$ cat config.mk
export PLATFORM = sky130hd
export DESIGN_NAME = slit_ctrl
export DESIGN_NICKNAME = d
export VERILOG_FILES = /design/src/slit_pkg.sv /design/src/slit_ctrl.sv
export SDC_FILE = /design/constraint.sdc
export NUM_CORES = 1
export LEC_CHECK = 0
export ABC_AREA = 1
export BUFFER_PORTS_ARGS = -buffer_cell sky130_fd_sc_hd__buf_2
export CAP_MARGIN = 10
export CELL_PAD_IN_SITES_DETAIL_PLACEMENT = 1
export CELL_PAD_IN_SITES_GLOBAL_PLACEMENT = 2
export CORE_MARGIN = 4
export CORE_UTILIZATION = 23
export DETAILED_ROUTE_END_ITERATION = 12
export GPL_TIMING_DRIVEN = 0
export PLACE_DENSITY = 0.71
export SKIP_CTS_REPAIR_TIMING = 1
export SYNTH_ARGS = -nofsm -noshare
export SYNTH_HDL_FRONTEND = slang
export SYNTH_SLANG_ARGS = --single-unit
$ cat constraint.sdc
create_clock -name clk -period 1.35 [get_ports clk]
set_clock_uncertainty 0.15 [all_clocks]
set_input_delay 0.27 -clock clk [delete_from_list [all_inputs] [get_ports clk]]
set_output_delay 0.27 -clock clk [all_outputs]
set_load 0.005 [all_outputs]
$ cat src/slit_pkg.sv
package slit_pkg;

    localparam int CAPACITY_DEF  = 1024;
    localparam int LINE_BITS_DEF = 24;
    localparam int MODE_W        = 3;
    localparam int RANK_W        = 10;
    localparam int STATUS_W      = 3;
    localparam int TOTAL_W       = 11;

    typedef enum logic [MODE_W-1:0] {
        MODE_INSERT  = 3'd0,
        MODE_REMOVE  = 3'd1,
        MODE_RANK_OF = 3'd2,
        MODE_SELECT  = 3'd3,
        MODE_SUCC    = 3'd4,
        MODE_CLEAR   = 3'd5
    } mode_t;

    typedef enum logic [STATUS_W-1:0] {
        ST_OK      = 3'd0,
        ST_PRESENT = 3'd1,
        ST_ABSENT  = 3'd2,
        ST_FULL    = 3'd3,
        ST_RANGE   = 3'd4
    } status_t;

    typedef enum logic [3:0] {
        OP_NONE,
        OP_LOAD,
        OP_SRCH_RD,
        OP_SRCH_UPD,
        OP_PROBE_RD,
        OP_IDX_INIT,
        OP_SHIFT_RD,
        OP_SHIFT_WR,
        OP_PUT,
        OP_SEL_RD,
        OP_FIN
    } cmd_op_t;

    typedef enum logic [1:0] {
        CNT_KEEP,
        CNT_INC,
        CNT_DEC,
        CNT_CLR
    } cnt_op_t;

    typedef struct packed {
        status_t status;
        logic    line_from_data;
        logic    rank_from_pos;
        cnt_op_t cnt_op;
    } fin_t;

    typedef struct packed {
        cmd_op_t op;
        fin_t    fin;
    } cmd_t;

    typedef struct packed {
        logic [MODE_W-1:0] mode;
        logic lo_lt_hi;
        logic data_lt_key;
        logic data_eq_key;
        logic pos_lt_count;
        logic rank_lt_count;
        logic full;
        logic shift_done;
        logic out_busy;
    } sts_t;

endpackage

$ cat src/slit_ctrl.sv
module slit_ctrl
    import slit_pkg::*;
(
    input  logic clk,
    input  logic rst_n,
    input  logic in_valid,
    output logic in_stall,
    input  sts_t sts,
    output cmd_t cmd
);

    typedef enum logic [2:0] {
        S_IDLE,
        S_DISPATCH,
        S_SRCH,
        S_SRCH_CMP,
        S_PROBE,
        S_SHIFT,
        S_SHIFT_WR,
        S_FIN
    } state_t;

    state_t state_reg, state_next;
    fin_t   fin_reg, fin_next;
    logic   hit;

    assign hit      = sts.pos_lt_count && sts.data_eq_key;
    assign in_stall = (state_reg != S_IDLE);

    always_comb
    begin
        state_next = state_reg;
        fin_next   = fin_reg;
        cmd.op     = OP_NONE;
        cmd.fin    = fin_reg;
        case (state_reg)
            S_IDLE:
            begin
                if (in_valid)
                begin
                    cmd.op     = OP_LOAD;
                    state_next = S_DISPATCH;
                end
            end
            S_DISPATCH:
            begin
                fin_next   = '{ST_OK, 1'b0, 1'b0, CNT_KEEP};
                state_next = S_FIN;
                case (sts.mode)
                    MODE_INSERT, MODE_REMOVE, MODE_RANK_OF, MODE_SUCC:
                    begin
                        state_next = S_SRCH;
                    end
                    MODE_SELECT:
                    begin
                        if (sts.rank_lt_count)
                        begin
                            cmd.op   = OP_SEL_RD;
                            fin_next = '{ST_OK, 1'b1, 1'b0, CNT_KEEP};
                        end
                        else
                        begin
                            fin_next = '{ST_RANGE, 1'b0, 1'b0, CNT_KEEP};
                        end
                    end
                    MODE_CLEAR:
                    begin
                        fin_next = '{ST_OK, 1'b0, 1'b0, CNT_CLR};
                    end
                    default:
                    begin
                        fin_next = '{ST_OK, 1'b0, 1'b0, CNT_KEEP};
                    end
                endcase
            end
            S_SRCH:
            begin
                if (sts.lo_lt_hi)
                begin
                    cmd.op     = OP_SRCH_RD;
                    state_next = S_SRCH_CMP;
                end
                else
                begin
                    cmd.op     = OP_PROBE_RD;
                    state_next = S_PROBE;
                end
            end
            S_SRCH_CMP:
            begin
                cmd.op     = OP_SRCH_UPD;
                state_next = S_SRCH;
            end
            S_PROBE:
            begin
                state_next = S_FIN;
                case (sts.mode)
                    MODE_INSERT:
                    begin
                        if (hit)
                        begin
                            fin_next = '{ST_PRESENT, 1'b0, 1'b1, CNT_KEEP};
                        end
                        else if (sts.full)
                        begin
                            fin_next = '{ST_FULL, 1'b0, 1'b0, CNT_KEEP};
                        end
                        else
                        begin
                            cmd.op     = OP_IDX_INIT;
                            state_next = S_SHIFT;
                        end
                    end
                    MODE_REMOVE:
                    begin
                        if (hit)
                        begin
                            cmd.op     = OP_IDX_INIT;
                            state_next = S_SHIFT;
                        end
                        else
                        begin
                            fin_next = '{ST_ABSENT, 1'b0, 1'b0, CNT_KEEP};
                        end
                    end
                    MODE_RANK_OF:
                    begin
                        if (hit)
                        begin
                            fin_next = '{ST_OK, 1'b0, 1'b1, CNT_KEEP};
                        end
                        else
                        begin
                            fin_next = '{ST_ABSENT, 1'b0, 1'b0, CNT_KEEP};
                        end
                    end
                    default:
                    begin
                        if (sts.pos_lt_count)
                        begin
                            fin_next = '{ST_OK, 1'b1, 1'b0, CNT_KEEP};
                        end
                        else
                        begin
                            fin_next = '{ST_ABSENT, 1'b0, 1'b0, CNT_KEEP};
                        end
                    end
                endcase
            end
            S_SHIFT:
            begin
                if (sts.shift_done)
                begin
                    state_next = S_FIN;
                    if (sts.mode == MODE_INSERT)
                    begin
                        cmd.op   = OP_PUT;
                        fin_next = '{ST_OK, 1'b0, 1'b1, CNT_INC};
                    end
                    else
                    begin
                        fin_next = '{ST_OK, 1'b0, 1'b0, CNT_DEC};
                    end
                end
                else
                begin
                    cmd.op     = OP_SHIFT_RD;
                    state_next = S_SHIFT_WR;
                end
            end
            S_SHIFT_WR:
            begin
                cmd.op     = OP_SHIFT_WR;
                state_next = S_SHIFT;
            end
            S_FIN:
            begin
                if (!sts.out_busy)
                begin
                    cmd.op     = OP_FIN;
                    state_next = S_IDLE;
                end
            end
            default:
            begin
                state_next = S_IDLE;
            end
        endcase
    end

    always_ff @(posedge clk or negedge rst_n)
    begin
        if (!rst_n)
        begin
            state_reg <= S_IDLE;
            fin_reg   <= '{ST_OK, 1'b0, 1'b0, CNT_KEEP};
        end
        else
        begin
            state_reg <= state_next;
            fin_reg   <= fin_next;
        end
    end

endmodule

==> summary.md, run 1 <==
| Metric | Value |
|---|---|
| Run status | finished with violations |
| Failing checks | negative setup slack |
| Worst Min Path Start | sts[7] |
| Number of flip-flops in the largest register | 7 |
| CTS Buf Count | 3 |
| Post-detail-place hpwl | 2010 um |
| Worst Setup Start Kind | flip-flop |
| Tmin final | approximately 1.9 ns |
| Share of cells above drive strength 1 | 0.390 |
| Clk pin slew, worst setup/hold paths | ~0.07 ns |
| Grt total ovfl | 0 |
| DR vias | 921 |
| Reg2Reg Depth | 9 |
| Post-Place Cells | 191 |
| Nets | 174 |
| Register area | between 200 and 300 um2 |
| Synthesized cell area | ~800 um2 |
| Flops & latches, synth | 10 |
| Clock buffer depth | 2 |
| First-pass iteration count of the detailed router | 4 |
| Fillers | 436 |
| Clock sink count | 10 |
| Count of input and output buffers | 24 |
| Area leader, netlist | dfrtp_1 |
| Mapped Cells | 121 |
| Unique cell type count in the Yosys netlist | 23 |
| # setup viols final | 13 |
| Antenna-violating nets left | 0 |
| F_max | 0.525 GHz |
| Core region area | between 0.003 and 0.004 mm2 |
| R2R Path Start | state_reg[0]$_DFFE_PN0P_ |
| # diodes | 0 |
| CP Data Arrival Time | roughly 1.5 ns |
| Drt wl/cell | around 12 um |
| CTS tree | yes |
| Register area share after synthesis | 0.314 |
| Area of the multi-input gates | 518 um2 |
| Slew at the pin with the worst max-slew slack | about 0.33 ns |
| Vias in the first global route | 903 |
| Clock Latency Late Sink | 0.26 ns |
| Max-cap violations | 0 |
| Worst R2R End | state_reg[0]$_DFFE_PN0P_ |
| R2R Setup Slk | -0.19 ns |
| Initial antenna violation count | 0 |
| Pin count of the biggest net entering global routing | 11 |
| Num rows | 21 |
| Setup WS post-layout | -0.555 ns |
| First-pass GRT wire length | around 4000 um |
| Starting DRT DRC Count | 13 |
| Top cells by area, synth | dfrtp_1, nand2_1, nand3_1 |
| Final hold vios | 0 |
| Fin crit share | 1.41 |
| P_leak | 0.628 nW |
| Htree depth | 1 |
| RSZ-0062 raised after global routing | yes |
| Hold Crit Class | in2reg |
| Worst Path Max Fanout | 5 |
| Maximum vdd drop | 746 uV |
| Cell Count, Final, Fillers Out | 205 |
| Critical path endpoint category | output port |
| GPL Wtd Cong | 0.828 |
| Max Slew Vio Count | 0 |
| Required time worst endpoint | 0.93 ns |
| DRC | 0 |
| Synth-to-Final Area Change | 44.5% |
| Root buffer cell | clkbuf_4 |
| Top Ports | 26 |
| GRT Overall Usage | 0.116 |
| Syn Nets | roughly 140 |
| Die height | 66.8 um |
| Via/cell ratio | 4.49 |
| Share of the synthesized area in the top cell type | 0.314 |
| Die area | 0.00446 mm2 |
| Slew HR | 0.781 |
| Hold depth | 3 |
| Crit Path Category | reg2out |
| Initial Util | 0.238 |
| Routed WL | 2520 um |
| Setup TNS | -3.07 ns |
| Hold Path Sink | state_reg[1]$_DFFE_PN0P_ |
| Pwr Density | a little under 2000 mW/mm2 |
| Die width | around 67 um |
| Warnings, synthesis | 0 |
| Syn_area_per_cell | 6.58 um2 |
-- cells by family after synthesis --
group / share of synthesized area
AO/OA/AOI/OAI: 0.0802
flip-flops: 0.314
buffers and inverters: 0.104
AND/OR/NAND/NOR: 0.502
-- through the flow --
step	utilization	instance area, um2	hold WS [ns]	setup WS, ns	power, W
after floorplan	-	825	-0.176	-0.106	0.00137
after global placement	0.300	1000	-0.00629	-0.443	0.00174
after detailed placement	0.300	1000	0.0000629	-0.468	0.00176
after CTS	0.311	1040	-0.288	-0.568	0.00204
after global routing	0.345	1150	0.206	-0.647	0.00247
final	0.345	1150	0.209	-0.555	0.00226
-- worst max-delay path, cell delays in order, from the launching register on --
cell and delay [ns]:
dfrtp_1 0.41, buf_6 0.15, nor2_4 0.12, nand2_2 0.07, or2_1 0.22, a21boi_2 0.15, buf_2 0.12
-- synth_stat cells, drive strengths merged --
cell and n:
dfrtp 10, nand3b 1, a21oi 1, nand4 5, nor2 14, o221ai 1
inv 17, nand2 41, o21ai 4, a21boi 2, or2 1, o211ai 2
nand3 20, buf 2
-- layout by cell type (no fill, tap or decap), drive strengths merged --
| master | count |
|---|---|
| nand3 | 20 |
| dfrtp | 10 |
| or2 | 1 |
| dlygate4sd3 | 1 |
| a21boi | 2 |
| inv | 17 |
| clkbuf | 4 |
| a21oi | 1 |
| o21ai | 4 |
| nor2 | 14 |
| nand4 | 5 |
| nand2 | 41 |
| o221ai | 1 |
| buf | 35 |
| o211ai | 2 |
| nand3b | 1 |
-- worst max-delay path by stage --
stage                                        start     end  slack [ns]  cells after the start
after floorplan           state_reg[0]$_DFFE_PN0P_  cmd[7]       -0.11                      5
after global placement                      sts[9]  cmd[7]       -0.44                      7
final                     state_reg[0]$_DFFE_PN0P_  cmd[7]       -0.55                      6
after global routing      state_reg[0]$_DFFE_PN0P_  cmd[7]       -0.65                      6
after CTS                 state_reg[2]$_DFFE_PN0P_  cmd[7]       -0.57                      6
after detailed placement                    sts[9]  cmd[7]       -0.47                      7
-- power breakdown --
group	internal, W	leakage, nW	switching [W]	total, W
combinational	0.000640	0.477	0.000826	0.00147
clock	0.000163	0.0210	0.000109	0.000272
sequential	0.000426	0.130	0.0000953	0.000521
total	0.00123	0.628	0.00103	0.00226
-- layout make-up --
class                           count  area share
Sequential cell                    10       0.219
Inverter                           17      0.0598
Buffer                              2      0.0196
Clock buffer                        4      0.0316
Timing Repair Buffer               34       0.170
Tap cell                           46      0.0501
Multi-Input combinational cell     92       0.450
-- metal layers --
layer,global-route usage,up-vias,wire (um)
li1,-,474,-
met1,0.149,427,1120
met2,0.205,18,1310
met3,0.0118,2,81
met4,0.0305,0,18
met5,0,-,0
(Power assumes the default switching activity.)
==> inputs of run 2 (changes only) <==
GPL_TIMING_DRIVEN = default   (was 0)
==> summary.md, run 2 (synthesized netlist as in run 1, its figures left out) <==
| Metric | Value |
|---|---|
| Starting DRT DRC Count | 23 |
| First-pass GRT wire length | 4740 um |
| Vias in the first global route | 1061 |
| Hold Crit Class | in2async |
| Pin count of the biggest net entering global routing | 11 |
| Switching portion of total power | 0.433 |
| CTS tree | yes |
| Die area | between 0.004 and 0.005 mm2 |
| Clock Latency Late Sink | about 0.27 ns |
| Area of the multi-input gates | 513 um2 |
| Clock buffer depth | 2 |
| Post-Place Cells | 217 |
| Pwr Density | around 1900 mW/mm2 |
| Crit path capture | cmd[7] |
| Total power | 0.00257 W |
| P_int | 0.00146 W |
| DR vias | ~1000 |
| Finished Cell Area | 0.00135 mm2 |
| Required time worst endpoint | 0.93 ns |
| Combinational power share | 0.668 |
| Via/cell ratio | around 4.4 |
| Worst Setup Start Kind | flip-flop |
| P_leak | 0.762 nW |
| R2R Setup Slk | -0.28 ns |
| Antenna-violating nets left | 0 |
| Post-Place Worst Slack | -0.287 ns |
| Max Slew Vio Count | 0 |
| Area after DPL | 0.00120 mm2 |
| Num rows | 21 |
| Max-cap violations | 0 |
| Run status | finished with violations |
| # setup viols final | 15 |
| Most frequent cells in the layout | buf_4, nand2_1, buf_2, nand3_1, inv_1 |
| Nets | 200 |
| RSZ-0062 raised after global routing | yes |
| First-pass iteration count of the detailed router | 4 |
| GRT Overall Usage | 0.137 |
| Fin crit share | 1.39 |
| Maximum vdd drop | 910 uV |
| Most common cell after layout, fill and taps aside | buf_4 |
| Worst R2R End | cmd[0]$_DFFE_PN0P_ |
| CTS Buf Count | 3 |
| DRC | 0 |
| Critical path endpoint category | output port |
| Slew at the pin with the worst max-slew slack | about 0.27 ns |
| Count of input and output buffers | 24 |
| Sequential share of power | 0.224 |
| Slew HR | 0.820 |
| # diodes | 0 |
| Final hold vios | 0 |
| Htree depth | 1 |
| Die width | around 67 um |
| Setup TNS | -4.42 ns |
| F_max | 0.533 GHz |
| Number of flip-flops in the largest register | 7 |
| Register area | 253 um2 |
| Worst Path Max Fanout | 8 |
| Fillers | 461 |
| CP startpoint | state_reg[0]$_DFFE_PN0P_ |
| Clock sink count | 10 |
| Crit Path Category | reg2out |
| Tmin final | ~1.9 ns |
| Setup WS post-layout | -0.526 ns |
| Die height | 66.8 um |
| Synth-to-Final Area Change | 69.7% |
| Post-detail-place hpwl | 2300 um |
| Routed WL | ~2800 um |
| Drt wl/cell | between 10 and 15 um |
| Clk pin slew, worst setup/hold paths | 0.08 ns |
| Cell Count, Final, Fillers Out | 231 |
| GPL Wtd Cong | between 0.7 and 0.8 |
| Root buffer cell | clkbuf_4 |
| Failing checks | negative setup slack |
| Initial Util | 0.238 |
| R2R Path Start | state_reg[0]$_DFFE_PN0P_ |
| Initial antenna violation count | 0 |
| Share of cells above drive strength 1 | 0.497 |
| CP Data Arrival Time | 1.46 ns |
| Psw | 0.00112 W |
| Grt total ovfl | 0 |
| Reg2Reg Depth | 8 |
| Core region area | about 0.0033 mm2 |
| Top Ports | 26 |
| Clock share of power | 0.108 |
run 2: cell types whose count changed in the layout (fill, tap and decap cells not counted), moves of 2 or more:
| cell | delta |
|---|---|
| o21ai_0 | +2 |
| nand2_1 | -4 |
| buf_4 | +27 |
| nand2_2 | +5 |
run 2: routing by layer:
metal  vias to the layer above  global-route usage  wire (um)
met5                         -                   0          0
met4                         0              0.0305         18
met3                         2              0.0152        105
met2                        23               0.259       1560
met1                       465               0.164       1140
li1                        522                   -          -
run 2: stage by stage:
step / util / hold WS [ns]
after detailed placement: 0.360 / -0.00542
after global routing: 0.405 / 0.263
final: 0.405 / 0.246
after CTS: 0.371 / -0.299
after floorplan: - / -0.176
after global placement: 0.360 / -0.00930
run 2: final cells by class:
class	count	share of cell area
multi-input cells	92	0.380
flip-flops and latches	10	0.187
clock buffers	4	0.0269
inverters	17	0.0491
repair buffers	62	0.314
well taps	46	0.0426
run 2: power by group through the flow:
| stage | Sequential [W] | Clock (W) | Combinational, W |
|---|---|---|---|
| CTS | 0.000558 | 0.000285 | 0.00146 |
| finish | 0.000577 | 0.000277 | 0.00172 |
| floorplan | 0.000517 | 0 | 0.000856 |
| global route | 0.000595 | 0.000306 | 0.00194 |
| detailed placement | 0.000563 | 0 | 0.00146 |
| global placement | 0.000554 | 0 | 0.00142 |
run 2: worst min-delay path by stage:
stage | startpoint | to | slack, ns
after floorplan | rst_n | cmd[0]$_DFFE_PN0P_ | -0.18
after global placement | rst_n | cmd[4]$_DFFE_PN0P_ | -0.009
after detailed placement | rst_n | cmd[5]$_DFFE_PN0P_ | -0.005
after CTS | rst_n | cmd[5]$_DFFE_PN0P_ | -0.30
after global routing | rst_n | cmd[4]$_DFFE_PN0P_ | 0.26
final | rst_n | cmd[5]$_DFFE_PN0P_ | 0.25
run 2: critical path: stages, from the launching register on:
cell and delay [ns]:
dfrtp_2 0.49, nor2_4 0.13, nand2_2 0.08, or2_1 0.22
a21boi_2 0.15, buf_2 0.12
